`src/rtl/core/f2h_pkg.sv`:
```
package f2h_pkg;

   // Single-precision field limits
   localparam logic [7:0] ExpSpecial  = 8'hFF;  // infinity or NaN
   localparam logic [7:0] ExpOvfTrunc = 8'd142; // above this, truncation overflows
   localparam logic [7:0] ExpOvfRound = 8'd143; // at or above this, rounding overflows
   localparam logic [7:0] ExpNormMin  = 8'd113; // smallest exponent giving a half normal
   localparam logic [7:0] ExpSubMin   = 8'd102; // smallest exponent giving a half subnormal
   localparam logic [7:0] ExpRebias   = 8'd112; // 127 - 15

   // Half-precision magnitude codes
   localparam logic [14:0] HalfInf      = 15'h7C00;
   localparam logic [14:0] HalfQuietNan = 15'h7E00;
   localparam logic [9:0]  HalfQuiet    = 10'h200;

   // Subnormal shift is SubShiftBase + offset, offset 0..10
   localparam logic [4:0] SubShiftBase = 5'd13;

   // Decoded item handed from the front end to the pipeline
   typedef struct packed {
      logic        sign;
      logic        is_sub;   // magnitude comes from the subnormal shifter
      logic [3:0]  sh_off;   // subnormal shift offset
      logic [23:0] mant;     // significand with hidden bit
      logic [14:0] base;     // magnitude before the round increment
      logic        rnd;      // round increment for the non-subnormal path
   } dec_type;

endpackage

```
`src/rtl/core/fp32_to_fp16_convert.sv`:
```
// Single to half precision converter. Takes one 32-bit IEEE single bit pattern
// per cycle and returns the 16-bit half pattern through a three-stage pipeline
// (decode, subnormal shift, round increment); throughput is one item per clock
// while the result side does not stall. csr_wr_data picks the mode: 0 truncates
// the significand with no half subnormals, 1 rounds half-up on the magnitude,
// makes half subnormals and turns NaN into a quiet NaN. Change the mode only
// while no item is in flight.
module fp32_to_fp16_convert
   import f2h_pkg::*;
(
   input  logic        clock,
   input  logic        reset,
   input  logic        csr_wr_en,
   input  logic        csr_wr_data,
   input  logic        req_valid,
   output logic        req_stall,
   input  logic [31:0] req_single_bits,
   output logic        rsp_valid,
   input  logic        rsp_stall,
   output logic [15:0] rsp_half_bits
);

   logic        round_mode_ff;
   dec_type     dec;

   logic        s1_valid_ff, s1_valid_in;
   dec_type     s1_ff;
   logic        s2_valid_ff, s2_valid_in;
   logic        s2_sign_ff;
   logic [14:0] s2_mag_ff, s2_mag_in;
   logic        s2_rnd_ff, s2_rnd_in;
   logic        s3_valid_ff, s3_valid_in;
   logic [15:0] s3_half_ff;

   logic        adv3, adv2, adv1;
   logic [4:0]  sh;
   logic [23:0] shifted;
   logic [14:0] mag_sum;

   // Mode register
   always_ff @(posedge clock) begin
      if (reset) begin
         round_mode_ff <= 1'b0;
      end else if (csr_wr_en) begin
         round_mode_ff <= csr_wr_data;
      end
   end

   // Each stage moves on when the one after it is empty or moving
   assign adv3      = !s3_valid_ff || !rsp_stall;
   assign adv2      = !s2_valid_ff || adv3;
   assign adv1      = !s1_valid_ff || adv2;
   assign req_stall = !adv1;

   assign s1_valid_in = adv1 ? req_valid : s1_valid_ff;
   assign s2_valid_in = adv2 ? s1_valid_ff : s2_valid_ff;
   assign s3_valid_in = adv3 ? s2_valid_ff : s3_valid_ff;

   always_ff @(posedge clock) begin
      if (reset) begin
         s1_valid_ff <= 1'b0;
         s2_valid_ff <= 1'b0;
         s3_valid_ff <= 1'b0;
      end else begin
         s1_valid_ff <= s1_valid_in;
         s2_valid_ff <= s2_valid_in;
         s3_valid_ff <= s3_valid_in;
      end
   end

   // Stage 1: decode
   f2h_decode u_decode (
      .single_bits (req_single_bits),
      .round_mode  (round_mode_ff),
      .dec         (dec)
   );

   always_ff @(posedge clock) begin
      if (adv1) begin
         s1_ff <= dec;
      end
   end

   // Stage 2: subnormal shift, round bit is the last bit shifted out
   assign sh      = SubShiftBase + {1'b0, s1_ff.sh_off};
   assign shifted = s1_ff.mant >> sh;

   always_comb begin
      if (s1_ff.is_sub) begin
         s2_mag_in = {5'b0, shifted[10:1]};
         s2_rnd_in = shifted[0];
      end else begin
         s2_mag_in = s1_ff.base;
         s2_rnd_in = s1_ff.rnd;
      end
   end

   always_ff @(posedge clock) begin
      if (adv2) begin
         s2_sign_ff <= s1_ff.sign;
         s2_mag_ff  <= s2_mag_in;
         s2_rnd_ff  <= s2_rnd_in;
      end
   end

   // Stage 3: round increment, carry may run into the exponent
   assign mag_sum = s2_mag_ff + {14'b0, s2_rnd_ff};

   always_ff @(posedge clock) begin
      if (adv3) begin
         s3_half_ff <= {s2_sign_ff, mag_sum};
      end
   end

   assign rsp_valid     = s3_valid_ff;
   assign rsp_half_bits = s3_half_ff;

endmodule

```
`src/rtl/core/f2h_decode.sv`:
```
module f2h_decode
   import f2h_pkg::*;
(
   input  logic [31:0] single_bits,
   input  logic        round_mode,
   output dec_type     dec
);

   logic [7:0]  expf;
   logic [22:0] frac;
   logic [7:0]  ne_full;
   logic [7:0]  off_full;

   assign expf     = single_bits[30:23];
   assign frac     = single_bits[22:0];
   assign ne_full  = expf - ExpRebias;
   assign off_full = ExpRebias - expf;

   // Classify the item and build the magnitude for every case but subnormals
   always_comb begin
      dec.sign   = single_bits[31];
      dec.is_sub = 1'b0;
      dec.sh_off = '0;
      dec.mant   = {1'b1, frac};
      dec.base   = '0;
      dec.rnd    = 1'b0;
      if (expf == '0) begin
         dec.base = '0;
      end else if (expf == ExpSpecial) begin
         if (round_mode) begin
            dec.base = (frac != '0) ? HalfQuietNan : HalfInf;
         end else if (frac[22:13] != '0) begin
            dec.base = HalfInf | {5'b0, frac[22:13]};
         end else if (frac != '0) begin
            dec.base = HalfInf | {5'b0, HalfQuiet};
         end else begin
            dec.base = HalfInf;
         end
      end else if (round_mode) begin
         if (expf >= ExpOvfRound) begin
            dec.base = HalfInf;
         end else if (expf >= ExpNormMin) begin
            dec.base = {ne_full[4:0], frac[22:13]};
            dec.rnd  = frac[12];
         end else if (expf >= ExpSubMin) begin
            dec.is_sub = 1'b1;
            dec.sh_off = off_full[3:0];
         end else begin
            dec.base = '0;
         end
      end else begin
         if (expf > ExpOvfTrunc) begin
            dec.base = HalfInf;
         end else if (expf >= ExpNormMin) begin
            dec.base = {ne_full[4:0], frac[22:13]};
         end else begin
            dec.base = '0;
         end
      end
   end

endmodule

```
`config.mk`:
```
export PLATFORM = sky130hd
export DESIGN_NAME = fp32_to_fp16_convert
export DESIGN_NICKNAME = d
export VERILOG_FILES = /design/src/rtl/core/f2h_pkg.sv /design/src/rtl/core/fp32_to_fp16_convert.sv /design/src/rtl/core/f2h_decode.sv
export SDC_FILE = /design/constraint.sdc
export NUM_CORES = 1
export LEC_CHECK = 0
export ABC_AREA = 1
export BUFFER_PORTS_ARGS = -buffer_cell sky130_fd_sc_hd__buf_2
export CELL_PAD_IN_SITES_DETAIL_PLACEMENT = 2
export CELL_PAD_IN_SITES_GLOBAL_PLACEMENT = 2
export CORE_ASPECT_RATIO = 1.5
export CORE_UTILIZATION = 36
export CTS_CLUSTER_SIZE = 40
export DETAILED_ROUTE_END_ITERATION = 8
export PLACE_DENSITY = 0.84
export SLEW_MARGIN = 20
export SYNTH_ARGS = -nofsm -noshare
export SYNTH_HDL_FRONTEND = slang
export SYNTH_SLANG_ARGS = --single-unit
export TNS_END_PERCENT = 1
```
`constraint.sdc`:
```
create_clock -name clock -period 3.05 [get_ports clock]
set_input_delay 0.1525 -clock clock [delete_from_list [all_inputs] [get_ports clock]]
set_output_delay 0.1525 -clock clock [all_outputs]
set_load 0.05 [all_outputs]
```
# After elaboration in Yosys (flattened, before gate mapping)
# Index checks and enable logic that the tools add are counted.
[totals]
output_inout_bits = 18
word_cells = 53
input_bits = 38
ff_bits = 82
[op_classes]
magnitude_cmp = 4
bitwise_logic = 3
muxes = 11
n_eq_ne = 1
n_addsub = 4
reduce_logical = 14
n_shift = 1
[ops]
columns = ["op", "count"]
rows = [
  ["15-bit two-way mux", 7],
  ["24-bit by 5-bit right shift with 11-bit output", 1],
  ["23-bit nonzero test", 1],
  ["10-bit two-way mux", 2],
  ["8-bit by 7-bit >= comparator with 1-bit output, second input constant", 2],
  ["15-bit by 1-bit adder with 15-bit output", 1],
  ["10-bit nonzero test", 1],
  ["5-bit OR reduction", 2],
  ["8-bit equality test, second input constant", 1],
  ["8-bit >= comparator, second input constant", 1],
  ["8-bit > comparator, second input constant", 1],
  ["8-bit logical NOT", 1],
  ["6-bit OR reduction", 1],
  ["4-bit by 4-bit adder with 5-bit output, first input constant", 1],
  ["1-bit logical NOT", 5],
  ["5-bit two-way mux", 1],
  ["5-bit subtractor, second input constant", 1],
  ["1-bit by 4-bit subtractor with 4-bit output, first input constant", 1],
  ["1-bit logical OR", 3],
  ["1-bit NOT", 3],
  ["1-bit two-way mux", 1],
]

# Depth between registers and ports, before layout
[logic_depth]
depth_word = 5
mapped_depth = 10
ltp_nobuf = 10

# By module
# A second synthesis with hierarchy kept.
[hier_totals]
hier_cells = 399
area_unflattened_um2 = 3784.9
[modules_own_cells]
columns = ["module", "area_each_um2", "instances", "cells_per_inst", "seq_area_each_um2"]
rows = [
  ["fp32_to_fp16_convert", 2971.6, 1, 247, 2062.0],
  ["f2h_decode", 813.3, 1, 152, 0.0],
]

# Least setup slack after synthesis
# Ideal clock, no wire load.
[synth_path]
kind = "register -> register"
startpoint = "reg s3_valid_ff, in the netlist rsp_valid"
endpoint = "reg s1_ff[0] (netlist bit) (enable)"
stages_incl_launch_ff = 6
n_path_buf = 0
setup_time_ns = 0.436
synth_period_minus_slack_ns = 3.438
t_required_ns = 2.614
arrival_ns = 3.002
setup_slack_ns = -0.388
cell_sequence = "dfxtp_1 > nand2_1 > nor2_1 > inv_1 > nor2_1 > inv_1"
[synth_between]
elab_chain_len = 4
[synth_rtl]
columns = ["element", "line", "source"]
rows = [
  ["from (decl)", "fp32_to_fp16_convert.sv:32", "logic s3_valid_ff, s3_valid_in;"],
  ["from (signal assigned)", "fp32_to_fp16_convert.sv:67", "s3_valid_ff <= s3_valid_in;"],
  ["1-bit logical NOT", "fp32_to_fp16_convert.sv:50", "assign adv3 = !s3_valid_ff || !rsp_stall;"],
  ["1-bit logical OR", "fp32_to_fp16_convert.sv:50", ""],
  ["named net adv3", "fp32_to_fp16_convert.sv:35", "logic adv3, adv2, adv1;"],
  ["1-bit logical OR", "fp32_to_fp16_convert.sv:51", "assign adv2 = !s2_valid_ff || adv3;"],
  ["named net adv2", "fp32_to_fp16_convert.sv:35", ""],
  ["1-bit logical OR", "fp32_to_fp16_convert.sv:52", "assign adv1 = !s1_valid_ff || adv2;"],
  ["to (signal assigned)", "fp32_to_fp16_convert.sv:80", "s1_ff <= dec;"],
  ["to (decl)", "fp32_to_fp16_convert.sv:27", "dec_type s1_ff;"],
]
# The timed path passes the listed nets, and every way through them passes these cells.
# A chain may end at the register's enable or synchronous reset.

# Worst setup path in the final report
[layout_path]
startpoint = "reg s3_valid_ff, in the netlist rsp_valid"
endpoint = "reg s1_ff[45] (netlist bit) (enable)"
# Same word-level chain as after synthesis.

==> results.ini <==
[final_layout]
drive_gt1_frac = 0.2080
fin_area_um2 = 4379
instances_no_fill = 569
final_common_cell = nand3_1
final_cell_mix = nand3_1 (75), nand2_1 (68), edfxtp_1 (65)
seqCellArea_um2 = 2032
num-nets-final = 492
area_delta_synth_final_pct = 16.47
antenna_cells = 0
multiInputGateArea_um2 = 1448
final.fill_count = 1131
fin_util = 0.4321

[detailed_routing]
viasPerCell = 5.190
drcViolationCount = 0
vias = 2953
drt_iter0_markers = 56
antenna_left = 0
drt-pass1-iter-count = 4
totalWireLength_um = 9462
avgRoutedWirePerCell_um = 16.63

[placed_design]
place_hpwl_um = 7511
portBuffers = 55
place_area_um2 = 4096
dp_cells = 552
gp_congestion = 0.8692

[power]
p_per_area_nw_per_um2 = 554.3
design_power_total_mw = 2.427
peakVddDrop_mv = 0.2854
p_leak_nw = 1.928

[cts]
cts_num_sinks = 69
cts_tree = done
cts_setup_buffers = 0
clk_latency_ps = 330
cts_buffer_depth = 2
clkTransAtPathRegs_ps = 50
htree_levels = 3
clockRootBuffer = clkbuf_16
numCtsBuffers = 9

[logic_synthesis]
yosysUniqueCellTypes = 36
ys.warnings.count = 0
synthesis.nets = 436
synth_ff_type = edfxtp_1
yosysTopAreaCell = edfxtp_1
synth_top_area_frac = 0.5191
syn_avg_cell_area_um2 = 9.616
synthTopCellsByArea = edfxtp_1 (52%), nand3_1 (10%), nand2_1 (6.8%), nor2_1 (4.9%), inv_1 (4.2%)
synth_edf_count = 65
netlist_instances = 391
synth-seq-area-share = 0.5404
synthArstFlopShare = 0
synth-seq-cells = 69
syn_area_um2 = 3760

[sta]
fin_crit_sh = 0.6947
setup_violations = 0
period_needed_ps = 2119
grt_setup_unrepaired = no
hold_viol_final = 0
tns_ps = 0
tightest_slew_ps = 742.7
drv_slew = 0
slew_headroom = 0.5043
fmax_ghz = 0.4720
fin_skew_ps = 6.441

[global_routing]
grt_usage = 0.1892
grt_antenna_before_repair = 0
global_route.overflow_total = 0
grt_pass1_vias = 3258
grt_max_degree = 33
grt_util_met1 = 0.1761
grt_pass1_wl_um = 15640
grt_use_met2 = 0.3788
grt_most_used_layer = met2
use_met3 = 0.03359

[critical_path]
worstReg2RegStart = rsp_valid
crit_chain = nand2_1 -> buf_4 -> nor2_1 -> inv_1 -> buf_4 -> nor2_4 -> clkinvlp_4
cp.arrival_ps = 2000
ff2ff_setup_slack_ps = 930
crit_path_max_fanout = 32
crit_start = rsp_valid
cpMostUsedCell = buf_4
critPathLaunchType = flop
critPathRequiredTime_ps = 2930
cp-end-kind = flop
cp_slowest_cell = clkinvlp_4
crit_type = reg2reg
cpPeakStageDelay_ps = 540

[floorplan]
fp.coreArea_um2 = 10130
die_height_um = 127.2
die_width_um = 85.44
dieArea_um2 = 10870
ios = 56
std_cell_rows = 45
start_util = 0.3710

[min_path]
worstHoldPathType = in2reg
hp-start = req_single_bits[20]

[flow_run]
cap_violations = 0

[outcome]
outcome = finished clean

## path summary, 6_finish.rpt
path	end	cells after the start
max	s1_ff[45]	7
min	s1_ff[36]	1
max reg2reg	s1_ff[45]	7
min reg2reg	rsp_half_bits[15]	0
## final cells by class
| cell class | instances | area share |
|---|---|---|
| multi-input cells | 263 | 0.3306 |
| inverters | 45 | 0.03943 |
| clock inverters | 2 | 0.002000 |
| clock buffers | 14 | 0.06029 |
| well taps | 117 | 0.03343 |
| repair buffers | 59 | 0.07029 |
| flip-flops and latches | 69 | 0.4640 |
## per-stage QoR
stage	hold WS (ps)	setup WS, ps
global route	36.39	733.9
floorplan	221.6	155.1
detailed placement	333.0	883.6
finish	32.76	931.1
global placement	332.7	1025
CTS	15.29	854.4
## where the power goes
part / internal, mW / leakage (nW) / switching [mW]
Combinational: 0.0918 / 1.03 / 0.228
Sequential: 1.12 / 0.764 / 0.0391
Clock: 0.591 / 0.134 / 0.361
Total: 1.80 / 1.93 / 0.628
## cells in the mapped netlist (4+ instances only)
cell type,number
a21oi_1,6
o211ai_1,4
nand4_1,7
xor2_1,10
nand3_1,75
nor2_4,8
edfxtp_1,65
nor2_1,49
buf_4,5
inv_1,42
nand2_1,68
dfxtp_1,4
xnor2_1,5
ha_1,7
## per-layer routing
layer / vias up / wire, µm
met4: 0 / 305
met5: - / 0
met1: 1435 / 3431
met2: 63 / 5481
li1: 1435 / -
met3: 20 / 243
## registers in the layout (all words and copies together) (netlist names)
signal and cells:
s1_ff 32, rsp_half_bits 16, s1_valid_ff 1, s2_mag_ff 15, round_mode_ff 1, rsp_valid 1, s2_sign_ff 1, s2_valid_ff 1
s2_rnd_ff 1
## worst max-delay path: cells and delay by family (launching register included)
kind | cells | cell delay, ps
simple gates | 3 | 320
buf+inv | 4 | 1000
flops | 1 | 320
## cell families (layout without fill, tap and decap cells)
family | count (synthesis) | count (layout) | share of synthesized area
and+or+nand+nor | 220 | 220 | 0.2899
DFF | 69 | 69 | 0.5404
buffers and inverters | 59 | 120 | 0.07654
AOI/OAI and AO/OA | 21 | 21 | 0.03494
xor gates and xnor gates | 15 | 15 | 0.03494
adders and majority gates | 7 | 7 | 0.02329
## what timing repair did
| item | in CTS | in global routing |
|---|---|---|
| endpoints found under the hold margin | 1 | 0 |
| resized for setup | 0 | 0 |
| hold buffers | 1 | 0 |
Power figures use the tool's default switching activity.
